==> src/rtl/aspi_cs_pkg.sv <==
// Package: command codes, tag codes and helpers for the amplifier SPI command sequencer.
`timescale 1ns / 1ps

package aspi_cs_pkg;

	localparam int CHANNELS   = 16;
	localparam int ANSWER_LAG = 3;

	localparam int MASK_W = 16;
	localparam int CHAN_W = 4;
	localparam int TAG_W  = 8;

	// command kinds
	localparam logic [2:0] KIND_CONVERT   = 3'd0;
	localparam logic [2:0] KIND_WRITE     = 3'd1;
	localparam logic [2:0] KIND_READ      = 3'd2;
	localparam logic [2:0] KIND_CALIBRATE = 3'd3;
	localparam logic [2:0] KIND_CLEAR_CAL = 3'd4;
	localparam logic [2:0] KIND_DUMMY     = 3'd5;

	// command byte values
	localparam logic [1:0] OP_CONVERT     = 2'b00;
	localparam logic [1:0] OP_WRITE       = 2'b10;
	localparam logic [1:0] OP_READ        = 2'b11;
	localparam logic [7:0] CMD_CALIBRATE  = 8'b0101_0101;
	localparam logic [7:0] CMD_CLEAR_CAL  = 8'b0110_1010;
	localparam logic [7:0] CMD_DUMMY      = 8'hFF;

	// answer tag types
	localparam logic [1:0] TAG_NONE   = 2'd0;
	localparam logic [1:0] TAG_SAMPLE = 2'd1;
	localparam logic [1:0] TAG_READ   = 2'd2;

	// configuration register indexes
	localparam logic CFG_MASK   = 1'b0;
	localparam logic CFG_OFFSET = 1'b1;

	typedef logic [TAG_W-1:0] tag_t;

	// index of the lowest set bit, 0 when none
	function automatic logic [CHAN_W-1:0] lowest_set(input logic [MASK_W-1:0] v);
		logic [CHAN_W-1:0] res;
		res = '0;
		for (int i = MASK_W - 1; i >= 0; i--) begin
			if (v[i]) begin
				res = CHAN_W'(i);
			end
		end
		return res;
	endfunction

endpackage

==> src/rtl/amplifier_spi_command_sequencer.sv <==
// Top level: SPI command word builder with round-robin channel scan and answer tagging.
//
//  channel | signals                                         | direction
//  --------+-------------------------------------------------+----------
//  input   | in_valid/in_ready, kind, reg_address,           | in
//          | write_data, rx_word                             |
//  output  | out_valid/out_ready, tx_word, sample_*, read_*, | out
//          | scan_last                                       |
//  config  | cfg_valid/cfg_ready, cfg_index, cfg_data        | in
//
// One transfer per cycle sustained while out_ready is not held low; each command passes
// through the input register, then the result register.
// The channel pick is a 16-bit priority encoder on the masked active bits, evaluated
// in the cycle between the two registers together with the tag shift.
// Reset clears the scan pointer and all answer tags (none), sets every channel active
// and turns offset removal off.
// A stalled output holds both stages; the input stage is free whenever it is empty or advances.
`timescale 1ns / 1ps

module amplifier_spi_command_sequencer
	import aspi_cs_pkg::*;
(
	input  logic        clk,
	input  logic        arst_n,

	input  logic        in_valid,
	output logic        in_ready,
	input  logic [2:0]  kind,
	input  logic [5:0]  reg_address,
	input  logic [7:0]  write_data,
	input  logic [15:0] rx_word,

	output logic        out_valid,
	input  logic        out_ready,
	output logic [15:0] tx_word,
	output logic        sample_valid,
	output logic [3:0]  sample_channel,
	output logic [15:0] sample_value,
	output logic        read_valid,
	output logic [5:0]  read_address,
	output logic [7:0]  read_byte,
	output logic        scan_last,

	input  logic        cfg_valid,
	output logic        cfg_ready,
	input  logic        cfg_index,
	input  logic [15:0] cfg_data
);

	logic [MASK_W-1:0] mask_q;
	logic              offset_q;
	logic [CHAN_W-1:0] next_channel_q;
	tag_t              tags_q [ANSWER_LAG];

	logic              valid_s1;
	logic [2:0]        kind_s1;
	logic [5:0]        addr_s1;
	logic [7:0]        wdata_s1;
	logic [15:0]       rx_s1;

	logic              valid_s2;
	logic [15:0]       tx_s2;
	logic              sample_valid_s2;
	logic [3:0]        sample_channel_s2;
	logic [15:0]       sample_value_s2;
	logic              read_valid_s2;
	logic [5:0]        read_address_s2;
	logic [7:0]        read_byte_s2;
	logic              scan_last_s2;

	logic              advance;
	logic              in_xfer;

	logic [MASK_W-1:0] span_mask;
	logic [MASK_W-1:0] upper_mask;
	logic [MASK_W-1:0] above_mask;
	logic [CHAN_W-1:0] pick;
	logic              pick_last;
	logic [CHAN_W-1:0] pick_next;

	logic [15:0]       tx_c;
	tag_t              new_tag;
	logic              last_c;
	tag_t              old_tag;
	logic [1:0]        old_type;

	assign cfg_ready = 1'b1;
	assign advance   = !valid_s2 || out_ready;
	assign in_ready  = !valid_s1 || advance;
	assign in_xfer   = in_valid && in_ready;

	// channels at or beyond CHANNELS never active
	always_comb begin
		span_mask = mask_q;
		for (int c = 0; c < MASK_W; c++) begin
			if (c >= CHANNELS) begin
				span_mask[c] = 1'b0;
			end
		end
	end

	// round-robin pick starting at next_channel_q
	always_comb begin
		upper_mask = span_mask & ({MASK_W{1'b1}} << next_channel_q);
		if (upper_mask != '0) begin
			pick = lowest_set(upper_mask);
		end else begin
			pick = lowest_set(span_mask);
		end
		above_mask = span_mask & ({{(MASK_W-1){1'b1}}, 1'b0} << pick);
		if (span_mask == '0) begin
			pick      = '0;
			pick_last = 1'b1;
		end else begin
			pick_last = (above_mask == '0);
		end
		pick_next = pick_last ? '0 : pick + CHAN_W'(1);
	end

	always_comb begin
		tx_c    = {CMD_DUMMY, 8'h00};
		new_tag = {TAG_NONE, 6'd0};
		last_c  = 1'b0;
		case (kind_s1)
			KIND_CONVERT: begin
				tx_c    = {OP_CONVERT, 2'b00, pick, 7'd0, offset_q};
				new_tag = {TAG_SAMPLE, 2'b00, pick};
				last_c  = pick_last;
			end
			KIND_WRITE: begin
				tx_c = {OP_WRITE, addr_s1, wdata_s1};
			end
			KIND_READ: begin
				tx_c    = {OP_READ, addr_s1, 8'h00};
				new_tag = {TAG_READ, addr_s1};
			end
			KIND_CALIBRATE: begin
				tx_c = {CMD_CALIBRATE, 8'h00};
			end
			KIND_CLEAR_CAL: begin
				tx_c = {CMD_CLEAR_CAL, 8'h00};
			end
			default: begin
				tx_c = {CMD_DUMMY, 8'h00};
			end
		endcase
	end

	assign old_tag  = tags_q[ANSWER_LAG-1];
	assign old_type = old_tag[7:6];

	// control and state
	always_ff @(posedge clk or negedge arst_n) begin
		if (!arst_n) begin
			mask_q         <= '1;
			offset_q       <= 1'b0;
			next_channel_q <= '0;
			valid_s1       <= 1'b0;
			valid_s2       <= 1'b0;
			for (int i = 0; i < ANSWER_LAG; i++) begin
				tags_q[i] <= '0;
			end
		end else begin
			if (cfg_valid && cfg_ready) begin
				case (cfg_index)
					CFG_MASK:   mask_q   <= cfg_data;
					CFG_OFFSET: offset_q <= cfg_data[0];
					default: ;
				endcase
			end
			if (in_ready) begin
				valid_s1 <= in_valid;
			end
			if (advance) begin
				valid_s2 <= valid_s1;
			end
			if (advance && valid_s1) begin
				if (kind_s1 == KIND_CONVERT) begin
					next_channel_q <= pick_next;
				end
				for (int i = ANSWER_LAG - 1; i > 0; i--) begin
					tags_q[i] <= tags_q[i-1];
				end
				tags_q[0] <= new_tag;
			end
		end
	end

	// payload
	always_ff @(posedge clk) begin
		if (in_xfer) begin
			kind_s1  <= kind;
			addr_s1  <= reg_address;
			wdata_s1 <= write_data;
			rx_s1    <= rx_word;
		end
		if (advance && valid_s1) begin
			tx_s2             <= tx_c;
			sample_valid_s2   <= (old_type == TAG_SAMPLE);
			sample_channel_s2 <= (old_type == TAG_SAMPLE) ? old_tag[3:0] : 4'd0;
			sample_value_s2   <= (old_type == TAG_SAMPLE) ? rx_s1 : 16'd0;
			read_valid_s2     <= (old_type == TAG_READ);
			read_address_s2   <= (old_type == TAG_READ) ? old_tag[5:0] : 6'd0;
			read_byte_s2      <= (old_type == TAG_READ) ? rx_s1[7:0] : 8'd0;
			scan_last_s2      <= last_c;
		end
	end

	assign out_valid      = valid_s2;
	assign tx_word        = tx_s2;
	assign sample_valid   = sample_valid_s2;
	assign sample_channel = sample_channel_s2;
	assign sample_value   = sample_value_s2;
	assign read_valid     = read_valid_s2;
	assign read_address   = read_address_s2;
	assign read_byte      = read_byte_s2;
	assign scan_last      = scan_last_s2;

endmodule
==> config.mk <==
export PLATFORM = sky130hd
export DESIGN_NAME = amplifier_spi_command_sequencer
export DESIGN_NICKNAME = d
export VERILOG_FILES = /design/src/rtl/aspi_cs_pkg.sv /design/src/rtl/amplifier_spi_command_sequencer.sv
export SDC_FILE = /design/constraint.sdc
export NUM_CORES = 1
export LEC_CHECK = 0
export ABC_AREA = 1
export BUFFER_PORTS_ARGS = -buffer_cell sky130_fd_sc_hd__buf_4
export CAP_MARGIN = 10
export CELL_PAD_IN_SITES_DETAIL_PLACEMENT = 0
export CELL_PAD_IN_SITES_GLOBAL_PLACEMENT = 1
export CORE_MARGIN = 5
export CORE_UTILIZATION = 38
export DETAILED_ROUTE_END_ITERATION = 6
export GPL_TIMING_DRIVEN = 0
export PLACE_DENSITY = 0.81
export SETUP_SLACK_MARGIN = 0.4
export SLEW_MARGIN = 15
export SYNTH_ARGS = -nofsm -noshare
export SYNTH_HDL_FRONTEND = slang
export SYNTH_SLANG_ARGS = --single-unit
==> constraint.sdc <==
create_clock -name clk -period 2.64 [get_ports clk]
set_input_delay 0.264 -clock clk [delete_from_list [all_inputs] [get_ports clk]]
set_output_delay 0.264 -clock clk [all_outputs]
set_load 0.01 [all_outputs]
==> results.yml, run 1 <==
placed_design:
  io_buffers: 109
  pre_cts_slack_ns: 0.125
  hpwl_um: 8810
  gp_congestion: 0.811
route:
  dr.pass1.iters: 4
  vias_per_cell: 4.69
  drtIter0Drc: 196
  vias: 4130
  wire_per_inst_um: 13.8
  ant_nets: 0
  drc: 0
  wl_um: 12100
final_layout:
  seqCellArea_mm2: 0.00378
  area_growth_pct: 33.5
  antenna-diode-count: 0
  postLayoutCoreUtil: 0.516
  multi_input_area_mm2: 0.00155
  layout-drive-gt1-share: 0.336
  final_common_cell: "buf_4"
  nFillCells: 1318
  final_nets: 739
  mostFrequentLayoutCells: "127 x buf_4, 104 x nand2_1, 86 x edfxtp_1"
worst_setup_path:
  crit_path_top_delay_cell: "dfrtp_2"
  timing.critical_path.buf_inv: 2
  worstSetupStartpointType: "flip-flop"
  path_cells: "buf_4 > a21oi_1 > o21ai_2 > nand2_2 > nor2_4 > nand3_2 > or2_1 > nand2_4 > inv_1 > nand2_2 > nor2_2 > nand2_1 > nand2_1 > nand3_1 > nor2_2 > nand3_4 > nand2_1 > nand2_1"
  worstSetupPathType: "flip-flop to flip-flop"
  r2r_cells: 18
  critPathRequiredTime_ns: 2.94
  crit_path_max_fanout: 7
  end_kind: "flip-flop"
  crit_top_cell: "nand2_1"
  path_delay_family: "simple AND/OR/NAND/NOR gates"
  r2r_slack_ns: 0.21
  r2r-end: "next_channel_q[0]$_DFFE_PN0P_"
  cp.arrival_ns: 2.73
  r2r-start: "next_channel_q[2]$_DFFE_PN0P_"
  slowest_delay_ns: 0.45
sta:
  worst_slew_pin_slew_ns: 0.783
  fin_ws_ns: 0.212
  drv_slew: 0
  tns_ns: 0
  post-route-period-util: 0.920
  slew_headroom: 0.478
  hold_viol: 0
  setup_viol: 0
  timing.fmax_mhz: 412
  layout_min_cycle_time_ns: 2.43
  clock_skew_ns: 0.00734
  rsz0062_at_grt: "true"
power:
  peakVddDrop_v: 0.000604
  power_w: 0.00687
  p_per_area_mw_per_mm2: 919
  p_leak_nw: 3.36
logic_synthesis:
  synth_edf_count: 86
  syn_inst: 537
  postSynth.asyncResetShare: 0.353
  yosysWarnings: 0
  syn_area_mm2: 0.00560
  postSynthAreaPerCell_um2: 10.4
  synth-seq-cells: 133
  synth_cell_types: 38
  ys_seq_area_frac: 0.675
  ys.flop_type: "edfxtp_1"
  syn-num-nets: 593
cts:
  clockBufferDepth: 2
  numCtsBuffers: 17
  clkSinkCount: 133
  htreeDepth: 4
  insertion_delay_ns: 0.41
  cts_root_buffer: "clkbuf_16"
  clk_pin_slew_worst_paths_ns: 0.06
  cts_tree: "yes"
min_path:
  worstHoldEndpoint: "wdata_s1[3]$_DFFE_PP_"
  min_path_cells: 1
  min-delay-start: "write_data[3]"
  hp-class: "input port to flip-flop"
floorplanning:
  dieArea_mm2: 0.0173
  die_h_um: 131
  die_w_um: 131
  num_rows: 44
  ios: 111
  start_util: 0.387
  core_area_mm2: 0.0145
global_route:
  grt_overflow: 0
  grt.total_usage: 0.144
  grt_pass1_vias: 4221
  grt_first_pass_wirelength_um: 20400
  grt_antenna_before_repair: 0
  grt_max_degree: 63
run:
  cap_viol_max_count: 0
run_status:
  status: "finished clean"
cells in the mapped netlist (3+ instances only):
master	instances	area share
nor2_2	4	0.0045
nand3_1	12	0.011
o21ai_0	29	0.026
dfrtp_1	31	0.14
a21oi_1	17	0.015
nor3_1	4	0.0036
nor2_1	75	0.050
dfstp_2	16	0.075
mux2_2	6	0.012
inv_1	81	0.054
o21ai_1	11	0.0098
o211ai_1	4	0.0054
inv_2	3	0.0020
o21ai_2	3	0.0047
clkbuf_1	9	0.0060
nand2_1	115	0.077
nand2_2	6	0.0067
edfxtp_1	86	0.46
flip-flops by register name (all words and copies together), names as in the netlist, 8 cells and up:
signal,count
tags_q,16
wdata_s1,8
old_tag,8
tx_word,16
mask_q,16
read_byte,8
rx_s1,16
sample_value,16
metrics by stage:
step	std cells	cell area [um^2]	hold slack, ns
5_1_grt	880	7470	0.00467
2_1_floorplan	537	5600	-0.0316
6_report	880	7470	0.0279
3_3_place_gp	830	6650	0.295
3_5_place_dp	830	6650	0.305
4_1_cts	871	7340	0.00805
worst max-delay path by stage:
stage / startpoint / end / cells after the start
after floorplan: mask_q[12]$_DFFE_PN1P_ / scan_last$_SDFFCE_PN0P_ / 17
after global placement: mask_q[15]$_DFFE_PN1P_ / scan_last$_SDFFCE_PN0P_ / 26
after detailed placement: mask_q[15]$_DFFE_PN1P_ / next_channel_q[1]$_DFFE_PN0P_ / 27
after CTS: mask_q[12]$_DFFE_PN1P_ / scan_last$_SDFFCE_PN0P_ / 25
after global routing: next_channel_q[0]$_DFFE_PN0P_ / next_channel_q[1]$_DFFE_PN0P_ / 24
final: next_channel_q[2]$_DFFE_PN0P_ / next_channel_q[0]$_DFFE_PN0P_ / 18
report_power, final:
group	total, W	switching (W)	internal (W)
Sequential	0.00279	0.000175	0.00261
Clock	0.00229	0.000889	0.00140
Combinational	0.00179	0.00106	0.000733
cell families after synthesis:
group                      Yosys count  share of synthesized area
adders and majority gates            1                    0.00223
buffers and inverters               96                     0.0664
and+or+nand+nor                    229                      0.173
muxes                                6                     0.0121
other                                1                   0.000670
AOI/OAI and AO/OA                   71                     0.0709
DFF                                133                      0.675
worst register-to-register path, cell delays in order (launching register included):
cell     delay (ns)
dfrtp_2        0.45
buf_4          0.15
a21oi_1        0.21
o21ai_2        0.10
nand2_2        0.10
nor2_4         0.05
nand3_2        0.08
or2_1          0.15
nand2_4        0.08
inv_1          0.10
nand2_2        0.06
nor2_2         0.12
nand2_1        0.09
nand2_1        0.10
nand3_1        0.09
nor2_2         0.13
nand3_4        0.12
nand2_1        0.09
nand2_1        0.04
cell type report:
class | instances | share of cell area
clock buffer | 19 | 0.0579
sequential | 133 | 0.506
clock inverter | 13 | 0.0198
timing repair buffer | 127 | 0.128
buffer | 11 | 0.00753
inverter | 85 | 0.0427
multi-input combinational | 308 | 0.207
tap | 184 | 0.0308
metal layers:
metal | share of wire | global-route usage
met2 | 0.47 | 0.230
met3 | 0.054 | 0.0436
met5 | 0 | 0
met1 | 0.46 | 0.189
met4 | 0.012 | 0.0446
what timing repair did:
| item | in CTS | in global routing |
|---|---|---|
| gates resized for setup | 15 | 22 |
| gates cloned | 0 | 0 |
| endpoints found under the setup margin | 5 | 10 |
| pin swaps | 9 | 10 |
| setup buffers | 8 | 9 |
| hold endpoints to repair | 31 | 0 |
| hold buffers | 1 | 0 |
No activity file was read; power rests on OpenSTA's default activity.
==> run 2, diff against run 1 <==
--- a/config.mk
+++ b/config.mk
@@ -5,16 +5,15 @@
 export SDC_FILE = /design/constraint.sdc
 export NUM_CORES = 1
 export LEC_CHECK = 0
-export ABC_AREA = 1
 export BUFFER_PORTS_ARGS = -buffer_cell sky130_fd_sc_hd__buf_4
 export CAP_MARGIN = 10
 export CELL_PAD_IN_SITES_DETAIL_PLACEMENT = 0
 export CELL_PAD_IN_SITES_GLOBAL_PLACEMENT = 1
 export CORE_MARGIN = 5
-export CORE_UTILIZATION = 38
+export CORE_UTILIZATION = 40
 export DETAILED_ROUTE_END_ITERATION = 6
 export GPL_TIMING_DRIVEN = 0
-export PLACE_DENSITY = 0.81
+export PLACE_DENSITY = 0.82
 export SETUP_SLACK_MARGIN = 0.4
 export SLEW_MARGIN = 15
 export SYNTH_ARGS = -nofsm -noshare
==> run 2 against run 1 <==
Global-route usage increased by 1.3 points; critical endpoint is now scan_last$_SDFFCE_PN0P_; the flow now finishes with violations (setup timing); highest routed layer unchanged; setup slack got worse by 0.30 ns; design area increased by 4.3%; critical path depth decreased by 6; combinational power increased by 31%; routed wire length increased by 9.2%; clock power increased by 7%; die area decreased by 2.4%.
==> results.yml, run 2 <==
floorplanning:
  die_w_um: 130
  die_h_um: 130
  core_area_mm2: 0.0140
  dieArea_mm2: 0.0168
  start_util: 0.410
  ios: 111
  num_rows: 43
final_layout:
  finalInstanceArea_mm2: 0.00779
  antenna-diode-count: 0
  multi_input_area_mm2: 0.00201
  final_nets: 642
  fin_cells: 779
  nFillCells: 1199
  layout-drive-gt1-share: 0.431
  area_growth_pct: 35.8
  postLayoutCoreUtil: 0.557
  mostFrequentLayoutCells: "129 x buf_4, 86 x edfxtp_1, 34 x and2_1"
  seqCellArea_mm2: 0.00378
  final_common_cell: "buf_4"
worst_setup_path:
  critPathRequiredTime_ns: 2.81
  worstSetupPathType: "flip-flop to flip-flop"
  cp.arrival_ns: 2.89
  end_kind: "flip-flop"
  crit_path_max_fanout: 8
  worstSetupStartpointType: "flip-flop"
power:
  p_per_area_mw_per_mm2: 961
  p_leak_nw: 3.23
  peakVddDrop_v: 0.000389
route:
  ant_nets: 0
  drtIter0Drc: 177
  dr.pass1.iters: 4
  drc: 0
  wl_um: 13200
  vias: 3980
  wire_per_inst_um: 17.0
  vias_per_cell: 5.11
global_route:
  grt_overflow: 0
  grt_antenna_before_repair: 0
  grt_max_degree: 62
  grt_pass1_vias: 3953
  grt.total_usage: 0.157
  grt_first_pass_wirelength_um: 20300
sta:
  tns_ns: -0.126
  rsz0062_at_grt: "true"
  timing.fmax_mhz: 367
  layout_min_cycle_time_ns: 2.72
  slew_headroom: 0.469
  fin_ws_ns: -0.0836
  post-route-period-util: 1.03
  drv_slew: 0
  clock_skew_ns: 0.00950
  whs_ns: 0.0231
  hold_viol: 0
  worst_slew_pin_slew_ns: 0.797
  setup_viol: 3
min_path:
  hp-class: "input port to flip-flop"
cts:
  clkSinkCount: 133
  cts_root_buffer: "clkbuf_16"
  numCtsBuffers: 17
  cts_tree: "yes"
  clockBufferDepth: 2
  clk_pin_slew_worst_paths_ns: 0.05
  insertion_delay_ns: 0.42
  htreeDepth: 4
logic_synthesis:
  synth_edf_count: 86
  yosysMostFrequentCell: "edfxtp_1"
  synthTopCellsByCount: "86 x edfxtp_1, 36 x and2_1, 31 x dfrtp_1, 29 x nand2_1, 28 x nor2_1"
  syn_area_mm2: 0.00574
  ys_seq_area_frac: 0.658
  synth_cell_types: 62
  synth_top_cell_by_area: "edfxtp_1"
  yosysTopAreaCellShare: 0.450
  postSynthAreaPerCell_um2: 13.2
  synth-seq-cells: 133
  ys.flop_type: "edfxtp_1"
  syn_inst: 436
  postSynth.asyncResetShare: 0.353
  yosysWarnings: 0
  synth_area_leaders: "edfxtp_1 45%, dfrtp_1 14%, dfstp_2 7.3%, mux2_2 5.1%, and2_1 3.9%"
  syn-num-nets: 492
run_status:
  status: "finished with violations"
  violations: "setup timing"
placed_design:
  hpwl_um: 9460
  postPlaceCellArea_mm2: 0.00681
  dpl.cell_count: 725
  gp_congestion: 0.878
  io_buffers: 109
run:
  cap_viol_max_count: 0
-- run 2: cell types whose count changed after synthesis, sizes merged, moves of 6 or more --
cell   previous run  this run
nor2b             0         6
nand3            14         3
mux2              6        26
nand2           123        29
and2              1        36
a21o              0         6
o21ai            43        30
nor2             80        28
inv              84        14
and3              0        10
-- run 2: metal layers --
metal  global-route usage  up-vias  wire, um
met5                    0        -         0
met4               0.0685        0       316
met3               0.0418       28       885
met2                0.268      129      6690
met1                0.187     1897      5330
li1                     -     1926         -
-- run 2: critical path, stage by stage (launching register included) --
cell and delay [ns]:
dfrtp_2 0.48, buf_6 0.17, nor2_2 0.12, o21ai_0 0.10
a211oi_2 0.32, a221oi_2 0.09, o211ai_1 0.30, o41ai_4 0.14
buf_4 0.17, o211ai_4 0.20, a2111oi_4 0.09, buf_4 0.17
and2_4 0.15
-- run 2: what timing repair did --
item	4_1_cts	5_1_grt
buffers inserted	9	10
endpoints found under the setup margin	72	11
endpoints found under the hold margin	31	0
gates resized for setup	23	26
hold buffers	1	0
pin swaps	8	16
gates cloned	2	0
-- run 2: final cells by class --
type	instances	area share
well taps	180	0.0289
clock buffers	25	0.0730
inverters	14	0.00706
repair buffers	131	0.126
plain buffers	18	0.0128
clock inverters	7	0.00963
multi-input cells	271	0.257
flip-flops and latches	133	0.485
-- run 2: power by group --
group          internal [W]  switching (W)
logic               0.00104        0.00131
clock network       0.00160       0.000853
registers           0.00251       0.000185
-- run 2: path summary, 6_finish.rpt --
| path | startpoint | endpoint | slack, ns | depth (start not counted) |
|---|---|---|---|---|
| max in group asynchronous | arst_n | next_channel_q[0]$_DFFE_PN0P_ | 1.80 | 2 |
| min in group asynchronous | arst_n | offset_q$_DFFE_PN0P_ | 0.38 | 2 |
| worst max register to register | next_channel_q[1]$_DFFE_PN0P_ | scan_last$_SDFFCE_PN0P_ | -0.08 | 12 |
| worst max-delay path | next_channel_q[1]$_DFFE_PN0P_ | scan_last$_SDFFCE_PN0P_ | -0.08 | 12 |
| worst min-delay path | write_data[1] | wdata_s1[1]$_DFFE_PP_ | 0.02 | 1 |
| worst min register to register | tags_q[22]$_DFFE_PN0P_ | tags_q[22]$_DFFE_PN0P_ | 0.48 | 1 |
-- run 2: per-stage QoR --
step                      setup WS, ns  power (W)
after floorplan                  0.187    0.00387
after CTS                       -0.117    0.00724
after global placement          -0.397    0.00447
final                          -0.0836    0.00749
after global routing            -0.202    0.00785
after detailed placement        -0.342    0.00449
-- run 2: cells by family after synthesis --
kind of cell	synth area share
compound gates	0.122
xor+xnor	0.00305
fa+ha+maj	0.00218
buf+inv	0.0244
flops	0.658
mux	0.0545
other cells	0.000653
simple gates	0.135
